### src/sv/kped_pkg.sv
`timescale 1ns / 1ps

package kped_pkg;

  // Key field and state widths
  localparam int unsigned MaxKeys    = 8;
  localparam int unsigned KeyIdxW    = 3;
  localparam int unsigned TickW      = 16;
  localparam int unsigned CodeW      = 3;
  localparam int unsigned QueueDepth = 2;
  localparam int unsigned ApbAddrW   = 5;
  localparam int unsigned ApbDataW   = 32;

  // Register reset values
  localparam logic             PressedLevelRst = 1'b0;
  localparam logic [TickW-1:0] ClickMinRst     = 16'd5;
  localparam logic [TickW-1:0] LongPressRst    = 16'd300;
  localparam logic [TickW-1:0] PowerHoldRst    = 16'd400;
  localparam logic [TickW-1:0] TalkHoldRst     = 16'd20;
  localparam logic [KeyIdxW-1:0] TalkIdxRst    = 3'd0;
  localparam logic [KeyIdxW-1:0] PowerIdxRst   = 3'd1;

  // Register map, word index
  typedef enum logic [2:0] {
    RegPressedLevel = 3'd0,
    RegClickMin     = 3'd1,
    RegLongPress    = 3'd2,
    RegPowerHold    = 3'd3,
    RegTalkHold     = 3'd4,
    RegTalkIdx      = 3'd5,
    RegPowerIdx     = 3'd6
  } reg_idx_e;

  // Per-key machine
  typedef enum logic [1:0] {
    PhIdle    = 2'd0,
    PhPressed = 2'd1,
    PhWait    = 2'd2
  } key_phase_e;

  // Detected event codes
  typedef enum logic [1:0] {
    EvClick    = 2'd0,
    EvLong     = 2'd1,
    EvHold     = 2'd2,
    EvReleased = 2'd3
  } ev_code_e;

  typedef struct packed {
    logic               pressed_level;
    logic [TickW-1:0]   click_min;
    logic [TickW-1:0]   long_press;
    logic [TickW-1:0]   power_hold;
    logic [TickW-1:0]   talk_hold;
    logic [KeyIdxW-1:0] talk_idx;
    logic [KeyIdxW-1:0] power_idx;
  } kped_cfg_t;

  // One record per input item that gives results
  typedef struct packed {
    logic                      inject;
    logic [KeyIdxW-1:0]        inj_key;
    logic [CodeW-1:0]          inj_code;
    logic [MaxKeys-1:0]        mask;
    logic [MaxKeys-1:0][1:0]   codes;
  } kped_rec_t;

endpackage

### src/sv/kped_front.sv
`timescale 1ns / 1ps

module kped_front #(
  parameter int unsigned KEY_COUNT = 8
) (
  input  logic                              clk_i,
  input  logic                              rst_ni,
  input  kped_pkg::kped_cfg_t               cfg_i,
  input  logic                              take_i,
  input  logic                              mode_i,
  input  logic [kped_pkg::MaxKeys-1:0]      levels_i,
  input  logic [kped_pkg::KeyIdxW-1:0]      inject_key_i,
  input  logic [kped_pkg::CodeW-1:0]        inject_event_i,
  output logic                              rec_valid_o,
  output kped_pkg::kped_rec_t               rec_o
);

  localparam int unsigned ScanKeys =
    (KEY_COUNT < kped_pkg::MaxKeys) ? KEY_COUNT : kped_pkg::MaxKeys;

  logic                                   scan_take;
  logic [kped_pkg::MaxKeys-1:0]           hit;
  logic [kped_pkg::MaxKeys-1:0][1:0]      code;

  assign scan_take = take_i && !mode_i;

  // One lane per scanned key
  for (genvar g = 0; g < kped_pkg::MaxKeys; g++) begin : g_lane
    if (g < ScanKeys) begin : g_key
      localparam logic [kped_pkg::KeyIdxW-1:0] KeyIdx = kped_pkg::KeyIdxW'(g);

      kped_pkg::key_phase_e           phase_q, phase_d;
      logic [kped_pkg::TickW-1:0]     cnt_q, cnt_d, cnt_inc;
      logic                           down, is_talk, is_power, talk_hit, fire;
      kped_pkg::ev_code_e             fire_code, ev;
      logic                           ev_hit;

      assign down     = (levels_i[g] == cfg_i.pressed_level);
      assign is_talk  = (KeyIdx == cfg_i.talk_idx);
      assign is_power = (KeyIdx == cfg_i.power_idx);
      // saturating count
      assign cnt_inc  = (&cnt_q) ? cnt_q : cnt_q + kped_pkg::TickW'(1);
      assign talk_hit = is_talk && (cnt_inc >= cfg_i.talk_hold);
      assign fire     = talk_hit || (is_power ? (cnt_inc >= cfg_i.power_hold)
                                              : (cnt_inc >= cfg_i.long_press));
      assign fire_code = (talk_hit || is_power) ? kped_pkg::EvHold : kped_pkg::EvLong;

      // next state
      always_comb begin
        phase_d = phase_q;
        cnt_d   = cnt_q;
        unique case (phase_q)
          kped_pkg::PhIdle: begin
            if (down) begin
              phase_d = kped_pkg::PhPressed;
              cnt_d   = '0;
            end
          end
          kped_pkg::PhPressed: begin
            if (down) begin
              cnt_d = cnt_inc;
              if (fire) begin
                phase_d = kped_pkg::PhWait;
                cnt_d   = '0;
              end
            end else begin
              phase_d = kped_pkg::PhIdle;
              cnt_d   = '0;
            end
          end
          kped_pkg::PhWait: begin
            if (!down) begin
              phase_d = kped_pkg::PhIdle;
              cnt_d   = '0;
            end
          end
          default: begin
            phase_d = kped_pkg::PhIdle;
            cnt_d   = '0;
          end
        endcase
      end

      // event out of this key
      always_comb begin
        ev_hit = 1'b0;
        ev     = kped_pkg::EvClick;
        unique case (phase_q)
          kped_pkg::PhPressed: begin
            if (down) begin
              ev_hit = fire;
              ev     = fire_code;
            end else begin
              ev_hit = (cnt_q >= cfg_i.click_min);
              ev     = kped_pkg::EvClick;
            end
          end
          kped_pkg::PhWait: begin
            ev_hit = !down && is_talk;
            ev     = kped_pkg::EvReleased;
          end
          default: begin
            ev_hit = 1'b0;
          end
        endcase
      end

      always_ff @(posedge clk_i or negedge rst_ni) begin
        if (!rst_ni) begin
          phase_q <= kped_pkg::PhIdle;
          cnt_q   <= '0;
        end else if (scan_take) begin
          phase_q <= phase_d;
          cnt_q   <= cnt_d;
        end
      end

      assign hit[g]  = ev_hit;
      assign code[g] = ev;
    end else begin : g_none
      assign hit[g]  = 1'b0;
      assign code[g] = kped_pkg::EvClick;
    end
  end

  // Record towards the queue; quiet ticks send nothing
  always_comb begin
    rec_o.inject   = mode_i;
    rec_o.inj_key  = inject_key_i;
    rec_o.inj_code = inject_event_i;
    rec_o.mask     = mode_i ? '0 : hit;
    rec_o.codes    = code;
  end

  assign rec_valid_o = take_i && (mode_i || (|hit));

endmodule

### src/sv/kped_queue.sv
`timescale 1ns / 1ps

module kped_queue (
  input  logic                 clk_i,
  input  logic                 rst_ni,
  input  logic                 wr_i,
  input  kped_pkg::kped_rec_t  wr_data_i,
  input  logic                 rd_i,
  output kped_pkg::kped_rec_t  rd_data_o,
  output logic                 valid_o,
  output logic                 full_o
);

  localparam int unsigned PtrW = (kped_pkg::QueueDepth > 1) ? $clog2(kped_pkg::QueueDepth) : 1;
  localparam int unsigned CntW = $clog2(kped_pkg::QueueDepth + 1);

  kped_pkg::kped_rec_t slot_q [kped_pkg::QueueDepth];
  logic [PtrW-1:0]     wr_ptr_q, rd_ptr_q;
  logic [CntW-1:0]     count_q;
  logic                do_wr, do_rd;

  assign full_o    = (count_q == CntW'(kped_pkg::QueueDepth));
  assign valid_o   = (count_q != '0);
  assign do_wr     = wr_i && !full_o;
  assign do_rd     = rd_i && valid_o;
  assign rd_data_o = slot_q[rd_ptr_q];

  // storage
  always_ff @(posedge clk_i) begin
    if (do_wr) begin
      slot_q[wr_ptr_q] <= wr_data_i;
    end
  end

  // pointers and fill level
  always_ff @(posedge clk_i or negedge rst_ni) begin
    if (!rst_ni) begin
      wr_ptr_q <= '0;
      rd_ptr_q <= '0;
      count_q  <= '0;
    end else begin
      if (do_wr) begin
        wr_ptr_q <= (wr_ptr_q == PtrW'(kped_pkg::QueueDepth - 1)) ? '0 : wr_ptr_q + PtrW'(1);
      end
      if (do_rd) begin
        rd_ptr_q <= (rd_ptr_q == PtrW'(kped_pkg::QueueDepth - 1)) ? '0 : rd_ptr_q + PtrW'(1);
      end
      if (do_wr && !do_rd) begin
        count_q <= count_q + CntW'(1);
      end else if (do_rd && !do_wr) begin
        count_q <= count_q - CntW'(1);
      end
    end
  end

endmodule

### src/sv/kped_back.sv
`timescale 1ns / 1ps

module kped_back (
  input  logic                          clk_i,
  input  logic                          rst_ni,
  input  logic                          rec_valid_i,
  input  kped_pkg::kped_rec_t           rec_i,
  output logic                          rec_take_o,
  input  logic                          pop_i,
  output logic                          empty_o,
  output logic [kped_pkg::KeyIdxW-1:0]  event_key_o,
  output logic [kped_pkg::CodeW-1:0]    event_code_o,
  output logic                          last_o
);

  kped_pkg::kped_rec_t                  cur_q;
  logic                                 cur_valid_q;
  logic                                 out_valid_q;
  logic [kped_pkg::KeyIdxW-1:0]         key_q;
  logic [kped_pkg::CodeW-1:0]           code_q;
  logic                                 last_q;

  logic [kped_pkg::KeyIdxW-1:0]         sel;
  logic [kped_pkg::MaxKeys-1:0]         sel_bit, rest;
  logic                                 is_last, emit, done, load, beat_out;

  // lowest pending key of the current record
  always_comb begin
    sel = '0;
    for (int i = kped_pkg::MaxKeys - 1; i >= 0; i--) begin
      if (cur_q.mask[i]) begin
        sel = kped_pkg::KeyIdxW'(i);
      end
    end
  end

  assign sel_bit  = kped_pkg::MaxKeys'(1) << sel;
  assign rest     = cur_q.mask & ~sel_bit;
  assign is_last  = cur_q.inject || (rest == '0);
  assign beat_out = pop_i && out_valid_q;
  assign emit     = cur_valid_q && (!out_valid_q || beat_out);
  assign done     = emit && is_last;
  assign load     = (!cur_valid_q || done) && rec_valid_i;
  assign rec_take_o = load;

  // current record
  always_ff @(posedge clk_i or negedge rst_ni) begin
    if (!rst_ni) begin
      cur_valid_q <= 1'b0;
    end else if (load) begin
      cur_valid_q <= 1'b1;
    end else if (done) begin
      cur_valid_q <= 1'b0;
    end
  end

  always_ff @(posedge clk_i) begin
    if (load) begin
      cur_q <= rec_i;
    end else if (emit) begin
      cur_q.mask <= rest;
    end
  end

  // output register
  always_ff @(posedge clk_i or negedge rst_ni) begin
    if (!rst_ni) begin
      out_valid_q <= 1'b0;
    end else if (emit) begin
      out_valid_q <= 1'b1;
    end else if (beat_out) begin
      out_valid_q <= 1'b0;
    end
  end

  always_ff @(posedge clk_i) begin
    if (emit) begin
      key_q  <= cur_q.inject ? cur_q.inj_key : sel;
      code_q <= cur_q.inject ? cur_q.inj_code : {1'b0, cur_q.codes[sel]};
      last_q <= is_last;
    end
  end

  assign empty_o      = !out_valid_q;
  assign event_key_o  = key_q;
  assign event_code_o = code_q;
  assign last_o       = last_q;

endmodule

### src/sv/key_press_event_detector_core.sv
`timescale 1ns / 1ps

// Channel    Handshake            Beat
// input      push / full          mode_i, levels_i, inject_key_i, inject_event_i
// result     pop / empty          event_key_o, event_code_o, last_o
// config     psel/penable/pready  paddr (word index in bits 4:2), pwdata, prdata
//
// One input item is taken per cycle while the record queue (two entries) has room.
// A scan tick with n events (0 to 8) gives the serialiser n event beats; an inject
// item, one. The serialiser, one event per cycle unless stalled, sets the rate.
// Reset clears every key to idle with a zero count and loads register defaults.
// A held result stalls the serialiser; the queue then fills and full rises.

module key_press_event_detector_core #(
  parameter int unsigned KEY_COUNT = 8
) (
  input  logic                              clk_i,
  input  logic                              rst_ni,
  input  logic                              psel,
  input  logic                              penable,
  input  logic                              pwrite,
  input  logic [kped_pkg::ApbAddrW-1:0]     paddr,
  input  logic [kped_pkg::ApbDataW-1:0]     pwdata,
  output logic [kped_pkg::ApbDataW-1:0]     prdata,
  output logic                              pready,
  input  logic                              push,
  output logic                              full,
  input  logic                              mode_i,
  input  logic [kped_pkg::MaxKeys-1:0]      levels_i,
  input  logic [kped_pkg::KeyIdxW-1:0]      inject_key_i,
  input  logic [kped_pkg::CodeW-1:0]        inject_event_i,
  input  logic                              pop,
  output logic                              empty,
  output logic [kped_pkg::KeyIdxW-1:0]      event_key_o,
  output logic [kped_pkg::CodeW-1:0]        event_code_o,
  output logic                              last_o
);

  kped_pkg::kped_cfg_t  cfg_q;
  kped_pkg::kped_rec_t  front_rec, queue_rec;
  kped_pkg::reg_idx_e   reg_idx;
  logic                 cfg_wr, take, front_valid, queue_valid, queue_take;

  assign pready  = 1'b1;
  assign reg_idx = kped_pkg::reg_idx_e'(paddr[kped_pkg::ApbAddrW-1:2]);
  assign cfg_wr  = psel && penable && pwrite && pready;

  // Register file
  always_ff @(posedge clk_i or negedge rst_ni) begin
    if (!rst_ni) begin
      cfg_q.pressed_level <= kped_pkg::PressedLevelRst;
      cfg_q.click_min     <= kped_pkg::ClickMinRst;
      cfg_q.long_press    <= kped_pkg::LongPressRst;
      cfg_q.power_hold    <= kped_pkg::PowerHoldRst;
      cfg_q.talk_hold     <= kped_pkg::TalkHoldRst;
      cfg_q.talk_idx      <= kped_pkg::TalkIdxRst;
      cfg_q.power_idx     <= kped_pkg::PowerIdxRst;
    end else if (cfg_wr) begin
      unique case (reg_idx)
        kped_pkg::RegPressedLevel: cfg_q.pressed_level <= pwdata[0];
        kped_pkg::RegClickMin:     cfg_q.click_min     <= pwdata[kped_pkg::TickW-1:0];
        kped_pkg::RegLongPress:    cfg_q.long_press    <= pwdata[kped_pkg::TickW-1:0];
        kped_pkg::RegPowerHold:    cfg_q.power_hold    <= pwdata[kped_pkg::TickW-1:0];
        kped_pkg::RegTalkHold:     cfg_q.talk_hold     <= pwdata[kped_pkg::TickW-1:0];
        kped_pkg::RegTalkIdx:      cfg_q.talk_idx      <= pwdata[kped_pkg::KeyIdxW-1:0];
        kped_pkg::RegPowerIdx:     cfg_q.power_idx     <= pwdata[kped_pkg::KeyIdxW-1:0];
        default: ;
      endcase
    end
  end

  // Read back
  always_comb begin
    prdata = '0;
    unique case (reg_idx)
      kped_pkg::RegPressedLevel: prdata = kped_pkg::ApbDataW'(cfg_q.pressed_level);
      kped_pkg::RegClickMin:     prdata = kped_pkg::ApbDataW'(cfg_q.click_min);
      kped_pkg::RegLongPress:    prdata = kped_pkg::ApbDataW'(cfg_q.long_press);
      kped_pkg::RegPowerHold:    prdata = kped_pkg::ApbDataW'(cfg_q.power_hold);
      kped_pkg::RegTalkHold:     prdata = kped_pkg::ApbDataW'(cfg_q.talk_hold);
      kped_pkg::RegTalkIdx:      prdata = kped_pkg::ApbDataW'(cfg_q.talk_idx);
      kped_pkg::RegPowerIdx:     prdata = kped_pkg::ApbDataW'(cfg_q.power_idx);
      default:                   prdata = '0;
    endcase
  end

  assign take = push && !full;

  kped_front #(
    .KEY_COUNT (KEY_COUNT)
  ) u_front (
    .clk_i          (clk_i),
    .rst_ni         (rst_ni),
    .cfg_i          (cfg_q),
    .take_i         (take),
    .mode_i         (mode_i),
    .levels_i       (levels_i),
    .inject_key_i   (inject_key_i),
    .inject_event_i (inject_event_i),
    .rec_valid_o    (front_valid),
    .rec_o          (front_rec)
  );

  kped_queue u_queue (
    .clk_i     (clk_i),
    .rst_ni    (rst_ni),
    .wr_i      (front_valid),
    .wr_data_i (front_rec),
    .rd_i      (queue_take),
    .rd_data_o (queue_rec),
    .valid_o   (queue_valid),
    .full_o    (full)
  );

  kped_back u_back (
    .clk_i        (clk_i),
    .rst_ni       (rst_ni),
    .rec_valid_i  (queue_valid),
    .rec_i        (queue_rec),
    .rec_take_o   (queue_take),
    .pop_i        (pop),
    .empty_o      (empty),
    .event_key_o  (event_key_o),
    .event_code_o (event_code_o),
    .last_o       (last_o)
  );

endmodule

### config.mk
export PLATFORM = sky130hd
export DESIGN_NAME = key_press_event_detector_core
export DESIGN_NICKNAME = d
export VERILOG_FILES = /design/src/sv/kped_pkg.sv /design/src/sv/kped_front.sv /design/src/sv/kped_queue.sv /design/src/sv/kped_back.sv /design/src/sv/key_press_event_detector_core.sv
export SDC_FILE = /design/constraint.sdc
export NUM_CORES = 1
export LEC_CHECK = 0
export BUFFER_PORTS_ARGS = -buffer_cell sky130_fd_sc_hd__buf_4
export CORE_MARGIN = 2
export CORE_UTILIZATION = 40
export DETAILED_ROUTE_END_ITERATION = 12
export PLACE_DENSITY = 0.53
export SYNTH_ARGS = -nofsm -noshare
export SYNTH_HDL_FRONTEND = slang
export SYNTH_SLANG_ARGS = --single-unit
### constraint.sdc
create_clock -name clk_i -period 6.45 [get_ports clk_i]
set_clock_uncertainty 0.2 [all_clocks]
set_input_delay 0 -clock clk_i [delete_from_list [all_inputs] [get_ports clk_i]]
set_output_delay 0 -clock clk_i [all_outputs]
set_load 0.02 [all_outputs]
==> impl_metrics.csv <==
group,metric,value,unit
clock_network,clkLatencyLatePin,0.58,ns
timing,drv_slew,0,
hold_path,min-delay-start,"pwdata[3]",
hold_path,min_path_cells,4,
logic_synthesis,synthMuxAreaShare,3.52,%
setup_path,startpoint_type,"register",
floorplan,num_rows,97,
floorplan,die-area,0.0724,sq mm
placed_design,dp_hpwl,73700,um
timing,slew_headroom,19.9,%
outcome,outcome,"completed",
logic_synthesis,avgSynthCellArea,9.12,sq um
placed_design,place.gp.congestion,0.941,
setup_path,cp_max_fo,25,
route,avgRoutedWirePerCell,25.0,um
clock_network,cts.sinks,321,
grt,antenna_found_initial,3,
hold_path,hold_path_end,"cfg_q[9]",
grt,grt_pass1_wl,155000,um
clock_network,cts_buffers,42,
timing,finalSetupViolCount,0,
timing,fin_hold_ws,0.0196,ns
power_and_ir_drop,vdd_drop_max,178,uV
clock_network,htreeDepth,2,
logic_synthesis,syn_area,0.0281,sq mm
timing,timing.final.ws_setup,0.515,ns
setup_path,reg2reg_from,"u_front.g_lane[2].g_key.cnt_q[3]",
logic_synthesis,synth_top_family_by_area,"adder cells",
setup_path,critPathRequiredTime,6.49,ns
route,dr.pass1.iters,6,
setup_path,slowest_stage,"or4_1",
logic_synthesis,ys_ff_latch,321,
clock_network,postCtsSetupBuffers,0,
placed_design,dpl_cell_area,0.0298,sq mm
setup_path,path_cells,"and4_1, nand4_1, or4_1, or2_1, nand2b_1, nor2_1, xnor2_1, buf_4, ha_1, nand4_1, a211o_1, o41a_1, a31oi_2, a211oi_1, buf_4, o21ai_0, nor4_2, a41oi_2, and2_1, buf_6",
setup_path,r2r_setup_slack,0.51,ns
setup_path,reg2reg_to,"u_queue.slot_q[1][16]",
timing,period_share,92.0,%
timing,setup_tns,0,ns
route,route.detailed.drc,0,
route,routed_wl,105000,um
placed_design,place_ws,0.371,ns
power_and_ir_drop,finalPower,0.00931,W
setup_path,r2r_cells,20,
finish,finalInstanceArea,0.0318,sq mm
floorplan,core-area,0.0698,sq mm
finish,diodes,0,
setup_path,critPathBufInv,3,
logic_synthesis,synthXorXnorAreaFrac,3.39,%
floorplan,die_y,269,um
clock_network,cts_root_buf,"clkbuf_16",
setup_path,worstSetupPathType,"register to register",
logic_synthesis,synth-edff-count,100,
logic_synthesis,syn_inst,3081,
finish,layout.nets,3820,
floorplan,start_util,40.3,%
grt,grt_use_total,29.0,%
logic_synthesis,yosysSeqAreaShare,30.4,%
finish,fillers,6676,
floorplan,io_pins,101,
setup_path,worst_ep_arrival_time,5.98,ns
timing,hold_violations,0,
timing,max_freq,168,MHz
route,via_per_inst,5.99,
clock_network,cts_tree,"built",
power_and_ir_drop,p_per_area,293,mW/mm^2
timing,final.min_clock_period,5.94,ns
logic_synthesis,synth_compound_area_share,18.0,%
grt,gr-total-overflow,0,
setup_path,cp-end-kind,"register",
power_and_ir_drop,p_leak,14.7,nW
grt,grt_pass1_vias,24300,
route,postRouteAntennaNets,0,
placed_design,io_buffers,65,
finish,drive_gt1_share,8.92,%
clock_network,clk_pin_slew,0.06,ns
logic_synthesis,synthArstFlopShare,68.8,%
route,drt_iter0_drc,2203,
floorplan,die_w,269,um
finish,syn2layout_area_growth,13.0,%
clock_network,clockBufferDepth,3,
hold_path,hold_path.class,"primary input to register",
logic_synthesis,synth-simple-area-share,17.1,%
run,max-cap-violations,0,
timing,rsz0062_at_grt,"no",
route,vias,25100,
logic_synthesis,ys.warnings.count,0,
logic_synthesis,ys.flop_type,"dfrtp_1",
logic_synthesis,yosys.area_share.adder,24.3,%
logic_synthesis,synthDistinctLibCells,92,
setup_path,crit_family,"simple AND/OR/NAND/NOR gates",
timing,tightestPinTransition,1.20,ns
grt,grt_max_degree,140,
setup_path,critPathMaxStageDelay,0.53,ns
## power by group
part | total [W] | switching, W | leakage, nW | internal, W
logic | 0.00401 | 0.00269 | 10.2 | 0.00132
clock network | 0.00235 | 0.000959 | 0.680 | 0.00139
registers | 0.00296 | 0.000328 | 3.83 | 0.00263
total | 0.00931 | 0.00398 | 14.7 | 0.00534
## cell type report
| class | count | area, sq um | share of cell area, % |
|---|---|---|---|
| clock buffers | 58 | 1200 | 3.79 |
| flip-flops and latches | 321 | 8550 | 26.9 |
| repair buffers | 170 | 1480 | 4.64 |
| inverters | 122 | 460 | 1.45 |
| clock inverters | 20 | 178 | 0.559 |
| well taps | 940 | 1180 | 3.70 |
| multi-input cells | 2559 | 18700 | 58.9 |
## cells in the mapped netlist (15+ instances only)
library cell | n | area (sq um)
a21oi_1 | 181 | 906
nand2b_1 | 36 | 225
a2111oi_0 | 16 | 140
a21o_1 | 47 | 353
nand4_1 | 74 | 463
o31ai_1 | 31 | 233
o21ai_0 | 241 | 1210
xor2_1 | 31 | 272
nand3_1 | 118 | 591
dfrtp_1 | 209 | 5230
clkbuf_1 | 58 | 218
a22o_1 | 33 | 289
a31oi_1 | 26 | 163
buf_4 | 20 | 150
nor2b_1 | 41 | 257
a211oi_1 | 39 | 293
and2_1 | 15 | 93.8
ha_1 | 545 | 6820
o21a_1 | 25 | 188
mux2i_1 | 28 | 280
o21ai_1 | 27 | 135
nor3_1 | 35 | 175
mux2_2 | 60 | 676
xnor2_1 | 76 | 666
edfxtp_1 | 100 | 3000
o211ai_1 | 23 | 173
inv_1 | 121 | 454
a22oi_1 | 17 | 128
nor2_1 | 193 | 724
nand2_1 | 374 | 1400
and4_1 | 15 | 131
and3_1 | 28 | 175
## worst reg2reg max path, cell delays in order (launching register included)
cell and delay, ns:
dfrtp_1 0.49, and4_1 0.31, nand4_1 0.22, or4_1 0.53
or2_1 0.32, nand2b_1 0.17, nor2_1 0.10, xnor2_1 0.15
buf_4 0.16, ha_1 0.31, nand4_1 0.13, a211o_1 0.29
o41a_1 0.33, a31oi_2 0.32, a211oi_1 0.09, buf_4 0.17
o21ai_0 0.21, nor4_2 0.08, a41oi_2 0.29, and2_1 0.40
buf_6 0.33
## cells by family (layout without fill, tap and decap cells)
| kind of cell | Yosys count | in the layout |
|---|---|---|
| and+or+nand+nor | 999 | 999 |
| AOI/OAI and AO/OA | 798 | 798 |
| adders and majority gates | 546 | 546 |
| DFF | 321 | 321 |
| buffers and inverters | 216 | 370 |
| xor gates and xnor gates | 108 | 108 |
| muxes | 91 | 91 |
| other | 2 | 17 |
## state kept, by name, indices dropped and copies added (netlist names), 2 cells and up
signal	flops
u_queue.slot_q	62
u_front.g_lane.g_key.cnt_q	128
u_queue.count_q	2
u_front.g_lane.g_key.phase_q	16
u_back.event_key_o	3
u_back.event_code_o	3
u_back.cur_q	31
cfg_q	71
## cell usage in the layout, fill, tap and decap left out, types with 36 or more instances in the layout
| cell type | instances |
|---|---|
| edfxtp_1 | 100 |
| nand4_1 | 74 |
| nor2b_1 | 39 |
| nand3_1 | 118 |
| buf_4 | 108 |
| dlygate4sd3_1 | 57 |
| a21o_1 | 47 |
| ha_1 | 545 |
| o21ai_0 | 241 |
| dfrtp_1 | 209 |
| nand2_1 | 374 |
| clkbuf_16 | 43 |
| xnor2_1 | 76 |
| nand2b_1 | 36 |
| a21oi_1 | 181 |
| a211oi_1 | 39 |
| mux2_2 | 60 |
| nor2_1 | 190 |
| inv_1 | 121 |
## per-stage QoR
| step | std cells | utilization [%] |
|---|---|---|
| floorplan | 3096 | - |
| global placement | 4054 | 42.7 |
| detailed placement | 4054 | 42.7 |
| CTS | 4190 | 45.5 |
| global route | 4190 | 45.5 |
| finish | 4190 | 45.5 |
## timing repair
action / in CTS / in global routing
endpoints found under the hold margin: 343 / 0
setup endpoints to repair: 0 / 25
hold buffers: 58 / 0
resized for setup: 0 / 2
## metal layers
| metal | global-route usage [%] | part of all wire [%] | up-vias |
|---|---|---|---|
| met1 | 39.0 | 44 | 12200 |
| met5 | 0 | 0 | - |
| met2 | 46.0 | 44 | 944 |
| met4 | 13.8 | 5.3 | 0 |
| li1 | - | - | 11700 |
| met3 | 4.04 | 6.7 | 247 |
## worst max path at each step
stage / cells after the start / start / endpoint / slack [ns]
final: 20 / u_front.g_lane[2].g_key.cnt_q[3] / u_queue.slot_q[1][16] / 0.51
after floorplan: 18 / u_front.g_lane[2].g_key.cnt_q[3] / u_queue.slot_q[0][0] / 0.56
after CTS: 20 / u_front.g_lane[2].g_key.cnt_q[3] / u_queue.slot_q[1][4] / 0.32
after global placement: 20 / u_front.g_lane[2].g_key.cnt_q[3] / u_queue.slot_q[1][11] / 0.39
after detailed placement: 20 / u_front.g_lane[2].g_key.cnt_q[3] / u_queue.slot_q[1][4] / 0.37
after global routing: 20 / u_front.g_lane[2].g_key.cnt_q[3] / u_queue.slot_q[1][15] / 0.12
No activity file was read; power rests on OpenSTA's default activity.
